==> src/rtl/scrq_pkg.sv <==
// Shared constants and modular arithmetic helpers for the range query block.
// Depends on nothing; the multiplier and the top level refer to it by scoped names.
package scrq_pkg;

    localparam int ElemW = 30;
    localparam logic [ElemW-1:0] ModP = 30'd1000000007;
    localparam logic [30:0] BarrettM = 31'd1152921496;
    localparam int DefMaxLen = 4096;
    localparam int DefAlphabet = 9;

    typedef logic [ElemW-1:0] t_elem;

    function automatic t_elem mod_add(input t_elem a, input t_elem b);
        logic [ElemW:0] s;
        begin
            s = {1'b0, a} + {1'b0, b};
            if (s >= {1'b0, ModP}) begin
                s = s - {1'b0, ModP};
            end
            mod_add = s[ElemW-1:0];
        end
    endfunction

    function automatic t_elem mod_sub(input t_elem a, input t_elem b);
        logic [ElemW:0] s;
        begin
            if (a >= b) begin
                s = {1'b0, a} - {1'b0, b};
            end else begin
                s = {1'b0, a} + {1'b0, ModP} - {1'b0, b};
            end
            mod_sub = s[ElemW-1:0];
        end
    endfunction

endpackage

==> src/rtl/scrq_modmul.sv <==
// Four-stage pipelined modular multiplier using Barrett reduction.
// Depends on scrq_pkg.
module scrq_modmul (
    input  logic               i_clk,
    input  logic               i_rst_n,
    input  logic               i_valid,
    input  scrq_pkg::t_elem    i_a,
    input  scrq_pkg::t_elem    i_b,
    output logic               o_valid,
    output scrq_pkg::t_elem    o_res
);
    logic [59:0] r_p1, r_p2;
    logic [61:0] r_q2;
    logic [31:0] r_r3;
    logic [31:0] n_r3;
    logic [31:0] n_t1, n_t2;
    logic [3:0]  r_v;
    scrq_pkg::t_elem r_res;

    always_comb begin
        n_r3 = r_p2[31:0] - (32'(r_q2[61:31]) * {2'b0, scrq_pkg::ModP});
        n_t1 = (r_r3 >= {2'b0, scrq_pkg::ModP}) ? r_r3 - {2'b0, scrq_pkg::ModP} : r_r3;
        n_t2 = (n_t1 >= {2'b0, scrq_pkg::ModP}) ? n_t1 - {2'b0, scrq_pkg::ModP} : n_t1;
    end

    always_ff @(posedge i_clk) begin
        if (!i_rst_n) begin
            r_v <= '0;
        end else begin
            r_v <= {r_v[2:0], i_valid};
        end
        r_p1  <= {30'b0, i_a} * {30'b0, i_b};
        r_q2  <= {31'b0, r_p1[59:29]} * {31'b0, scrq_pkg::BarrettM};
        r_p2  <= r_p1;
        r_r3  <= n_r3;
        r_res <= n_t2[29:0];
    end

    assign o_valid = r_v[3];
    assign o_res   = r_res;
endmodule

==> config.mk <==
export PLATFORM = sky130hd
export DESIGN_NAME = scrq_modmul
export DESIGN_NICKNAME = d
export VERILOG_FILES = /design/src/rtl/scrq_pkg.sv /design/src/rtl/scrq_modmul.sv
export SDC_FILE = /design/constraint.sdc
export NUM_CORES = 2
export LEC_CHECK = 0
export ABC_AREA = 1
export ABC_CLOCK_PERIOD_IN_PS = 16500
export BUFFER_PORTS_ARGS = -buffer_cell sky130_fd_sc_hd__buf_4
export CAP_MARGIN = 20
export CORE_ASPECT_RATIO = 1.1
export CORE_MARGIN = 3
export CORE_UTILIZATION = 45
export DETAILED_ROUTE_END_ITERATION = 8
export PLACE_DENSITY = 0.61
export SLEW_MARGIN = 30
export SYNTH_ARGS = -nofsm -noshare
export SYNTH_HDL_FRONTEND = slang
export SYNTH_SLANG_ARGS = --single-unit
==> constraint.sdc <==
create_clock -name i_clk -period 16.5 [get_ports i_clk]
set_clock_uncertainty 0.1 [all_clocks]
set_input_delay 2.475 -clock i_clk [delete_from_list [all_inputs] [get_ports i_clk]]
set_output_delay 2.475 -clock i_clk [all_outputs]
set_load 0.05 [all_outputs]
==> results by group <==
Yosys
  – Netlist cell types: 52
  – Simple-gate share of the synthesized area: roughly 13%
  – Dominant register cell in the synthesized netlist: sky130_fd_sc_hd__dfxtp_1
  – Compound-cell area share of the yosys netlist: 4.137%
  – Total nets after synthesis: roughly 9.5k
  – EDFF count, synth: 0
  – Synth Cell Area: 60,550 um2
  – Multiplexer share of the synthesized area: 0%
  – Main combinational cell family by area after synthesis: adder cells
  – Total of warnings raised by yosys: 0
  – Top-area cell type share of the netlist area: about two fifths
  – Biggest area consumer among synthesized cells: sky130_fd_sc_hd__fa_1
  – Part of the Yosys area used for sequential elements: 6.249%
  – Post-Synth XOR/XNOR Area: under 10%
  – Synthesized netlist cell count: 7,423
  – Yosys reg bits: ~190
  – Syn Area/Cell: slightly above 8 um2
  – Async SR Flop Fraction: 0%
  – Post-synthesis share of cell area spent on full adders, half adders and majority gates: 57.87%
  – Dominant cells by area after synthesis: sky130_fd_sc_hd__fa_1, sky130_fd_sc_hd__ha_1, sky130_fd_sc_hd__inv_1

Timing
  – Actual slew at the worst max-slew pin: about 0.89 ns
  – Post-route fraction of the period consumed by the critical path: between 50% and 60%
  – Max Clock Freq: a little over 100 MHz
  – Final hold violations: 0
  – Setup_tns: 0 ns
  – Worst Slack Setup Final: approximately 6.7 ns
  – # setup viols final: 0
  – Max-slew violation total from the final report: 0
  – Unrepaired setup endpoints after global routing: no
  – Relative slew slack: around two fifths
  – Clock period minus worst slack: just under 10 ns

Global routing
  – Largest net degree at the start of global routing: 52
  – Overall Global Routing Usage: 25.13%
  – Vias in the first global route: roughly 50k
  – First-pass GRT wire length: 272,200 um
  – Remaining Overflow, GRT: 0
  – Antenna violations before repair: 1

Floorplanning
  – I/O pins: 94
  – X dimension of the die: ~360 um
  – Core Footprint: 133,000 um2
  – Die Footprint: roughly 140,000 um2
  – Initial core utilization: 45.54%
  – Rows: between 100 and 150
  – Height of the die: approximately 400 um

Detailed routing
  – Post-route antenna net violation count: 0
  – Routed wire length: between 150,000 and 200,000 um
  – DRC Markers: 0
  – Detail-routed net length per standard cell: roughly 18 um
  – Total via count after detailed routing: between 40k and 50k
  – Via count normalized by instance count: roughly 4.9
  – Number of detailed-routing iterations run before antenna repair: 6
  – DRC violation total after the first TritonRoute iteration: around 2.6k

Clocking
  – Worst-skew pair later-pin latency: about 0.47 ns
  – Post-cts hold buffer count: 0
  – Number of levels in the clock H-tree: 4
  – Number of clock sinks: approximately 190
  – CTS Buf Count: 17
  – Gates resized, CTS repair: 0
  – Buffer cell driving the clock tree root: sky130_fd_sc_hd__clkbuf_16
  – Post-CTS Setup Repair Bufs: 0
  – Clock Tree Buf Depth: 2
  – CTS tree: done
  – Clock transition at path regs: 0.08 ns

Finish
  – Post-synthesis to final-layout area growth: 4.792%
  – Commonest non-fill, non-tap cells in the layout: sky130_fd_sc_hd__inv_1, sky130_fd_sc_hd__nand2_1, sky130_fd_sc_hd__fa_1
  – Fill cell instance count of the final layout: approximately 13k
  – Most common cell after layout, fill and taps aside: sky130_fd_sc_hd__inv_1
  – Antenna cells: 0
  – Net total in the final layout: about 9.5k
  – Layout cells sized above 1: ~2.8%
  – Post-route non-filler standard cell count: 9,154

Place
  – Placed Cells incl. Taps: between 9k and 10k
  – Weighted congestion at the end of routability-driven global placement: roughly 0.91
  – Setup slack after placement: about 6.2 ns
  – Count of port buffers added during placement: 93
  – Detail Placement HPWL: around 140,000 um

Setup path
  – Startpoint kind of the worst setup timing path: primary input
  – Data required time of the critical path: 16.76 ns
  – CP Max Fanout: 30
  – Sort of element at the end of the critical path: flip-flop
  – Setup Crit Path Kind: in2reg
  – Critical path arrival: 10.05 ns

Status
  – Result of the run: completed

Run
  – Max cap viols: 0

Hold path
  – Type of the worst min-delay path: reg2reg
## final timing paths
| check | slack (ns) | depth (start not counted) | from | end |
|---|---|---|---|---|
| min reg2reg | 0.22 | 0 | r_p1[15]$_DFF_P_ | r_p2[15]$_DFF_P_ |
| min | 0.22 | 0 | r_p1[15]$_DFF_P_ | r_p2[15]$_DFF_P_ |
| max reg2reg | 9.45 | 24 | r_p1[52]$_DFF_P_ | r_q2[58]$_DFF_P_ |
| max | 6.71 | 24 | i_a[16] | r_p1[42]$_DFF_P_ |
## worst max-delay path, cell delays in order
cell and delay [ns]:
sky130_fd_sc_hd__buf_4 0.43, sky130_fd_sc_hd__nand2_1 0.12, sky130_fd_sc_hd__inv_1 0.10, sky130_fd_sc_hd__fa_1 0.47, sky130_fd_sc_hd__fa_1 0.56, sky130_fd_sc_hd__inv_1 0.06, sky130_fd_sc_hd__fa_1 0.49, sky130_fd_sc_hd__fa_1 0.52
sky130_fd_sc_hd__inv_1 0.07, sky130_fd_sc_hd__fa_1 0.56, sky130_fd_sc_hd__fa_1 0.43, sky130_fd_sc_hd__fa_1 0.48, sky130_fd_sc_hd__inv_1 0.04, sky130_fd_sc_hd__fa_1 0.47, sky130_fd_sc_hd__inv_1 0.04, sky130_fd_sc_hd__ha_1 0.36
sky130_fd_sc_hd__nand2_1 0.13, sky130_fd_sc_hd__nor2_1 0.46, sky130_fd_sc_hd__nand2_1 0.27, sky130_fd_sc_hd__nor2_1 0.38, sky130_fd_sc_hd__a21oi_1 0.22, sky130_fd_sc_hd__o21ai_0 0.42, sky130_fd_sc_hd__a21oi_1 0.16, sky130_fd_sc_hd__xnor2_1 0.29
## synth_stat cells (3+ instances only)
cell type,n
sky130_fd_sc_hd__and2_1,3
sky130_fd_sc_hd__nor4_1,8
sky130_fd_sc_hd__a21oi_1,193
sky130_fd_sc_hd__nor2_1,257
sky130_fd_sc_hd__o21a_1,12
sky130_fd_sc_hd__nand4_1,30
sky130_fd_sc_hd__inv_1,2335
sky130_fd_sc_hd__a211oi_1,4
sky130_fd_sc_hd__nand2_2,12
sky130_fd_sc_hd__o21ai_0,117
sky130_fd_sc_hd__clkbuf_1,182
sky130_fd_sc_hd__inv_2,10
sky130_fd_sc_hd__nand3b_1,11
sky130_fd_sc_hd__buf_2,3
sky130_fd_sc_hd__nor2_2,12
sky130_fd_sc_hd__fa_1,1261
sky130_fd_sc_hd__xor2_1,116
sky130_fd_sc_hd__nand2_4,3
sky130_fd_sc_hd__xnor2_1,53
sky130_fd_sc_hd__buf_4,6
sky130_fd_sc_hd__o21ai_1,13
sky130_fd_sc_hd__nand3_1,133
sky130_fd_sc_hd__o21bai_1,12
sky130_fd_sc_hd__nor2_4,3
sky130_fd_sc_hd__dfxtp_1,189
sky130_fd_sc_hd__a21boi_0,10
sky130_fd_sc_hd__buf_6,4
sky130_fd_sc_hd__a31oi_1,33
sky130_fd_sc_hd__a221oi_1,6
sky130_fd_sc_hd__a21o_1,19
sky130_fd_sc_hd__ha_1,783
sky130_fd_sc_hd__nor3_1,19
sky130_fd_sc_hd__nand2_1,1537
sky130_fd_sc_hd__o211ai_1,6
sky130_fd_sc_hd__o31ai_1,3
## layout make-up
| cell class | count | area (um2) | area share, % |
|---|---|---|---|
| multi-input combinational | 4690 | 47150 | 74.31 |
| inverter | 2348 | 8815 | 13.89 |
| sequential | 189 | 3784 | 5.963 |
| tap | 1775 | 2221 | 3.500 |
| timing repair buffer | 120 | 900.9 | 1.420 |
| clock buffer | 19 | 452.9 | 0.7138 |
| clock inverter | 13 | 130.1 | 0.2051 |
## stage by stage
stage	cell area, um2	util [%]	hold slack [ns]
2_1_floorplan	60550	-	0.2096
3_3_place_gp	62870	47.29	0.2112
3_5_place_dp	62870	47.29	0.2121
4_1_cts	63450	47.73	0.2233
5_1_grt	63450	47.73	0.2341
6_report	63450	47.73	0.2213
## flip-flops by register name, indices dropped and copies added (netlist names)
name and cells:
r_p1 60, r_p2 32, r_r3 32, r_q2 31, o_res 30, r_v 4
## cells by family after synthesis
family          count (synthesis)
compound gates                442
xor+xnor                      169
fa+ha+maj                    2044
buf+inv                      2544
flops                         189
simple gates                 2035
## routing by layer
layer  up-vias  GRT usage (%)  routed length (um)
li1      21258              -                   -
met1     22496          33.07               71720
met2      1285          44.29               82840
met3       194          2.664                9673
met4         0          6.169                4363
met5         -              0                   0
Power is not shown: default switching activity piles up to over one toggle a cycle in this logic, so the estimate is an artifact.
