## src/rtl/scrq_ram.sv

```systemverilog
// Generic single-write, single-read synchronous RAM with registered read data.
// Depends on nothing.
module scrq_ram #(
    parameter int W = 32,
    parameter int D = 16
) (
    input  logic                 i_clk,
    input  logic                 i_we,
    input  logic [$clog2(D)-1:0] i_waddr,
    input  logic [W-1:0]         i_wdata,
    input  logic                 i_re,
    input  logic [$clog2(D)-1:0] i_raddr,
    output logic [W-1:0]         o_rdata
);
    logic [W-1:0] r_mem [D];
    logic [W-1:0] r_rdata;

    always_ff @(posedge i_clk) begin
        if (i_we) begin
            r_mem[i_waddr] <= i_wdata;
        end
        if (i_re) begin
            r_rdata <= r_mem[i_raddr];
        end
    end

    assign o_rdata = r_rdata;
endmodule

```

## config.mk

```make
export PLATFORM = sky130hd
export DESIGN_NAME = scrq_ram
export DESIGN_NICKNAME = d
export VERILOG_FILES = /design/src/rtl/scrq_ram.sv
export SDC_FILE = /design/constraint.sdc
export NUM_CORES = 1
export LEC_CHECK = 0
export BUFFER_PORTS_ARGS = -buffer_cell sky130_fd_sc_hd__buf_2
export CORE_MARGIN = 8
export CORE_UTILIZATION = 60
export CTS_CLUSTER_SIZE = 8
export DETAILED_ROUTE_END_ITERATION = 7
export PLACE_DENSITY_LB_ADDON = 0.12
export SYNTH_ARGS = -nofsm -noshare
export SYNTH_HDL_FRONTEND = slang
export SYNTH_SLANG_ARGS = --single-unit
```

## constraint.sdc

```tcl
create_clock -name i_clk -period 6 [get_ports i_clk]
set_input_delay 0.3 -clock i_clk [delete_from_list [all_inputs] [get_ports i_clk]]
set_output_delay 0.3 -clock i_clk [all_outputs]
set_load 0.01 [all_outputs]
```

==> impl_metrics.json, run 1 <==
{
  "cts_setup_buffers": 0,
  "drc": 0,
  "fin_setup_tns_ps": 0,
  "holdPathEnd": "r_mem[12][15]$_DFFE_PP_",
  "grt_first_pass_wirelength_um": 63770,
  "numCtsBuffers": 77,
  "min_path_type": "in2reg",
  "cp-start-kind": "input pin",
  "finalCritPeriodShare": 0.3810,
  "die_w_um": 199.4,
  "hold_depth": 1,
  "power_density_nw_per_um2": 362.0,
  "rsz0062_at_grt": "false",
  "r2r-start": "r_mem[3][9]$_DFFE_PP_",
  "tightest_slew_ps": 1194,
  "fin_area_sq_um": 23250,
  "finClkSkew_ps": 16.37,
  "portBuffers": 74,
  "slew_headroom": 0.2039,
  "gr-total-overflow": 0,
  "syn_area_per_cell_sq_um": 24.07,
  "dieArea_sq_um": 39750,
  "synth_nets": 881,
  "cp_max_fo": 64,
  "power.switching_w": 0.001654,
  "status": "completed",
  "htreeDepth": 3,
  "power.share.switching": 0.1965,
  "drive_gt1_frac": 0.3378,
  "clockPowerShare": 0.444,
  "final_nets": 1015,
  "hold_start": "i_wdata[15]",
  "crit-reg2reg-capture": "o_rdata[9]$_DFFE_PP_",
  "min_period_ps": 2286,
  "worstSkewPairLatency_ps": 560,
  "critPathMaxStageDelay_ps": 690,
  "wl_per_cell_um": 30.42,
  "max-cap-violations": 0,
  "rrSetupSlack_ps": 4540,
  "cts_max_path_buffers": 3,
  "slew_viol_final": 0,
  "core_sq_um": 33360,
  "arrival_ps": 2570,
  "r2r_cells": 3,
  "grt_max_degree": 69,
  "seqPwrFrac": 0.513,
  "antenna_found_initial": 2,
  "cts.sinks": 544,
  "drtIter0Drc": 987,
  "ys_seq_area_frac": 0.8097,
  "share_comb_of_total_power": 0.043,
  "postRouteAntennaNets": 0,
  "vias": 9384,
  "leakagePower_nw": 7.506,
  "cts_tree": "built",
  "ys_ff_latch": 544,
  "dpl_cell_area_sq_um": 21210,
  "crit_chain": "clkbuf_8 > buf_4 > mux4_2 > a22oi_1 > nand2_1",
  "hpwl_um": 20570,
  "synth_area_sq_um": 20170,
  "crit_start": "i_raddr[0]",
  "chipHeight_um": 199.4,
  "path_clk_slew_ps": 50,
  "ir_worst_vdd_mv": 0.2252,
  "initial_utilization": 0.6047,
  "synth_cell_types": 17,
  "postSynthCellCount": 838,
  "syn_to_final_growth_pct": 15.26,
  "fmax_mhz": 437.4,
  "yosysWarnings": 0,
  "setup_viol": 0,
  "power_w": 0.008418,
  "postCtsHoldBufs": 0,
  "finalWirelength_um": 43380,
  "place.gp.congestion": 0.7211,
  "drt-vias-per-instance": 6.581,
  "io_pins": 75,
  "fp-row-count": 67,
  "finalHoldViolations": 0,
  "first_pass_iters": 5,
  "worstSetupPathType": "in2reg",
  "critPathCaptureType": "flip-flop",
  "grt_pass1_vias": 10005,
  "clockRootBuffer": "clkbuf_16",
  "cts.repair.resized": 0,
  "track_usage": 0.2250,
  "crit_slowest_cell": "buf_4",
  "power.internal_w": 0.006764,
  "required_ps": 6280
}
-- synthesized netlist by cell type --
cell type,n,area (sq um)
buf_4,11,82.58
nor3_1,4,20.02
and2_1,1,6.260
mux4_2,128,2883
nor2_1,13,48.80
or3b_2,1,8.760
nand3b_1,2,15.01
nand2b_1,2,12.51
a22oi_1,64,480.5
nand3_1,1,5.000
buf_6,2,22.52
edfxtp_1,544,16340
buf_1,9,33.78
clkbuf_1,17,63.81
buf_2,4,20.02
nand2_1,33,123.9
nor2b_1,2,12.51
-- state kept, by name (all words and copies together), names as in the netlist --
signal	flops
r_mem	512
o_rdata	32
-- per-layer routing --
| metal | global-route usage | vias up | routed length, um |
|---|---|---|---|
| met4 | 0.06921 | 2 | 845 |
| met3 | 0.05170 | 69 | 3968 |
| met5 | 0 | - | 10 |
| li1 | - | 3838 | - |
| met2 | 0.3525 | 489 | 21010 |
| met1 | 0.3177 | 4986 | 17540 |
-- cells in the final DEF, fill, tap and decap left out --
master     Yosys  routed
edfxtp_1     544     544
mux4_2       128     128
clkbuf_16      0      80
buf_2          4      72
a22oi_1       64      64
nand2_1       33      33
buf_4         11      25
nor2_4         0      13
nor3_2         0       4
inv_6          0       3
nor2b_4        0       2
nand3b_1       2       2
nand2b_1       2       2
diode_2        0       1
and2_1         1       1
nand3_1        1       1
or3b_2         1       1
clkinv_8       0       1
clkbuf_8       0       1
-- through the flow --
| step | utilization | cells | worst slack (ps) | hold WS [ps] |
|---|---|---|---|---|
| floorplan | - | 838 | 2520 | 398.9 |
| global placement | 0.6356 | 1341 | 3104 | 640.6 |
| detailed placement | 0.6356 | 1341 | 3055 | 672.7 |
| CTS | 0.6969 | 1425 | 3628 | 79.71 |
| global route | 0.6969 | 1425 | 3486 | 94.94 |
| finish | 0.6970 | 1426 | 3714 | 100.8 |
-- power groups by stage --
stage | Clock, W | Sequential (W) | Combinational [W]
2_1_floorplan | 0 | 0.00439 | 0.000204
3_3_place_gp | 0 | 0.00438 | 0.000354
3_5_place_dp | 0 | 0.00439 | 0.000368
4_1_cts | 0.00379 | 0.00432 | 0.000370
5_1_grt | 0.00395 | 0.00432 | 0.000393
6_report | 0.00373 | 0.00432 | 0.000363
-- area by class of cell --
cell class	instances	area, sq um
Tap cell	448	560.5
Antenna cell	1	2.502
Fill cell	2016	10110
Multi-Input combinational cell	251	3749
Clock inverter	4	42.54
Timing Repair Buffer	98	561.8
Sequential cell	544	16340
Clock buffer	80	2002
-- critical path, delay by kind of cell --
| kind | cells | cell delay [ps] |
|---|---|---|
| buffers and inverters | 2 | 1330 |
| multiplexers | 1 | 580 |
| AO/OA/AOI/OAI | 1 | 220 |
| AND/OR/NAND/NOR | 1 | 100 |
-- kinds of logic after synthesis --
| group | Yosys count | share of synthesized area |
|---|---|---|
| buffers and inverters | 43 | 0.01104 |
| and+or+nand+nor | 59 | 0.01253 |
| muxes | 128 | 0.1429 |
| AOI/OAI and AO/OA | 64 | 0.02382 |
| DFF | 544 | 0.8097 |
-- worst max-delay path by stage --
| stage | to | cells after the start | slack [ps] |
|---|---|---|---|
| final | o_rdata[26]$_DFFE_PP_ | 5 | 3710 |
| after global routing | o_rdata[1]$_DFFE_PP_ | 5 | 3490 |
| after CTS | o_rdata[26]$_DFFE_PP_ | 5 | 3630 |
| after detailed placement | o_rdata[26]$_DFFE_PP_ | 5 | 3050 |
| after global placement | o_rdata[0]$_DFFE_PP_ | 5 | 3100 |
| after floorplan | r_mem[0][0]$_DFFE_PP_ | 2 | 2520 |
(Power assumes the default switching activity.)
==> inputs of run 2 (changes only) <==
Settings changed: CORE_UTILIZATION 60 to 55.
Clock period 6 ns to 1.9 ns, I/O delays scaled along.
==> run 2 against run 1 <==
Net effect: wire length shrank 1.0%; critical path depth shrank 2; clock skew is essentially flat; clock-buffer cell count shrank 1; non-clock buffer count grew 39; first-iteration DRC count shrank 20%; clock power grew to 3.1 times the previous value; worst setup slack lost 3300 ps; utilization shrank 3.8 points; register-to-register slack lost 4100 ps; flip-flop and latch count is the same; via count shrank 1.1%; largest cell class unchanged; highest routed layer is now met4.
==> impl_metrics.json, run 2 (synthesis results as in run 1) <==
{
  "status": "completed",
  "syn_to_final_growth_pct": 18.80,
  "hpwl_um": 20830,
  "drc": 0,
  "routed.top_layer": "met4",
  "met1_length_um": 17320,
  "finalWirelength_um": 42940,
  "initial_utilization": 0.5550,
  "path_clk_slew_ps": 50,
  "worstSetupPathType": "reg2reg",
  "die_w_um": 207.5,
  "r2r-start": "r_mem[10][26]$_DFFE_PP_",
  "first_pass_iters": 5,
  "drive_gt1_frac": 0.3281,
  "crit_chain": "mux4_2 > a22oi_1 > nand2_1",
  "cts.sinks": 544,
  "cts.repair.resized": 0,
  "max-cap-violations": 0,
  "r2r_cells": 3,
  "wl_met3_um": 2540,
  "min_period_ps": 1446,
  "cp-start-kind": "flip-flop",
  "wl_per_cell_um": 29.01,
  "chipHeight_um": 207.5,
  "regMostFlops": "r_mem",
  "drt-vias-per-instance": 6.273,
  "largest_register_ffs": 512,
  "track_usage": 0.2037,
  "final_common_cell": "edfxtp_1",
  "wl_met2_um": 22170,
  "cts_max_path_buffers": 3,
  "grt_max_degree": 53,
  "htreeDepth": 3,
  "setup_viol": 0,
  "post-place-ws_ps": 187.0,
  "slew_headroom": 0.5800,
  "required_ps": 2200,
  "critPathMaxStageDelay_ps": 460,
  "antenna_cells": 0,
  "leakagePower_nw": 7.752,
  "ir_worst_vdd_mv": 0.7908,
  "hold_depth": 3,
  "hold_ws_ps": 267.6,
  "io_pins": 75,
  "setup_ws_ps": 454.2,
  "fin_setup_tns_ps": 0,
  "hold_start": "i_waddr[0]",
  "finalHoldViolations": 0,
  "portBuffers": 74,
  "fp-row-count": 70,
  "rsz0062_at_grt": "false",
  "postRouteAntennaNets": 0,
  "fillCellCount": 2259,
  "finClkSkew_ps": 16.67,
  "gr-total-overflow": 0,
  "min_path_type": "in2reg",
  "arrival_ps": 1740,
  "finalCritPeriodShare": 0.7609,
  "power_density_nw_per_um2": 1105,
  "numCtsBuffers": 77,
  "register_area_sq_um": 16340,
  "cp_max_fo": 1,
  "utilization": 0.6594,
  "crit_start": "r_mem[10][26]$_DFFE_PP_",
  "worstSkewPairLatency_ps": 570,
  "tightest_slew_ps": 630.0,
  "place.gp.congestion": 0.7435,
  "clockRootBuffer": "clkbuf_16",
  "core_sq_um": 36350,
  "crit_slowest_cell": "mux4_2",
  "grt_pass1_vias": 10245,
  "critPathCaptureType": "flip-flop",
  "multi_input_area_sq_um": 3774,
  "fmax_mhz": 691.7,
  "antenna_found_initial": 0,
  "dieArea_sq_um": 43060,
  "slew_viol_final": 0,
  "final_nets": 1054,
  "vias": 9284,
  "cts_tree": "built",
  "final_cell_mix": "544 x edfxtp_1, 128 x mux4_2, 79 x clkbuf_16",
  "drtIter0Drc": 791,
  "grt_first_pass_wirelength_um": 64800
}
## run 2: changes by cell type in the layout (fill, tap and decap cells not counted), moves of 2 or more
cell	before	now
buf_4	25	3
nor3_4	0	4
buf_12	0	28
nor3_2	4	0
dlygate4sd3_1	0	33
inv_6	3	1
## run 2: per-layer routing
layer,GRT usage,vias up
met5,0,-
met4,0.07050,0
met3,0.03865,66
met2,0.3494,340
met1,0.2599,4962
li1,-,3916
## run 2: cell type report
type / instances / share of cell area
sequential: 544 / 0.6816
multi-input combinational: 251 / 0.1574
clock buffer: 79 / 0.08248
timing repair buffer: 137 / 0.05372
clock inverter: 1 / 0.0003654
tap: 468 / 0.02443
## run 2: report_power, final
part | total [W] | leakage, nW | internal, W | switching [W]
clock | 0.0116 | 0.978 | 0.00722 | 0.00436
combinational | 0.00126 | 1.83 | 0.000558 | 0.000707
sequential | 0.0136 | 4.94 | 0.0136 | 0.0000786
total | 0.0265 | 7.75 | 0.0213 | 0.00515
## run 2: final timing paths
path         slack, ps                      to
max reg2reg        450   o_rdata[26]$_DFFE_PP_
min                270  r_mem[0][19]$_DFFE_PP_
min reg2reg        740   o_rdata[19]$_DFFE_PP_
max                450   o_rdata[26]$_DFFE_PP_
## run 2: what timing repair did
item                                   4_1_cts  5_1_grt
setup buffers                                0        0
setup endpoints to repair                    0        0
hold buffers                                32        1
endpoints found under the hold margin      512        4
## run 2: critical path, delay by kind of cell, from the launching register on
family	cells	cell delay, ps
AO/OA/AOI/OAI	1	280
AND/OR/NAND/NOR	1	80
multiplexers	1	460
flip-flops	1	360
## run 2: stage by stage
stage / power, W / area [sq um] / instances
6_report: 0.02649 / 23970 / 1480
5_1_grt: 0.02738 / 23970 / 1480
4_1_cts: 0.02676 / 23960 / 1479
3_5_place_dp: 0.01509 / 21650 / 1367
3_3_place_gp: 0.01502 / 21650 / 1367
2_1_floorplan: 0.01451 / 20240 / 838
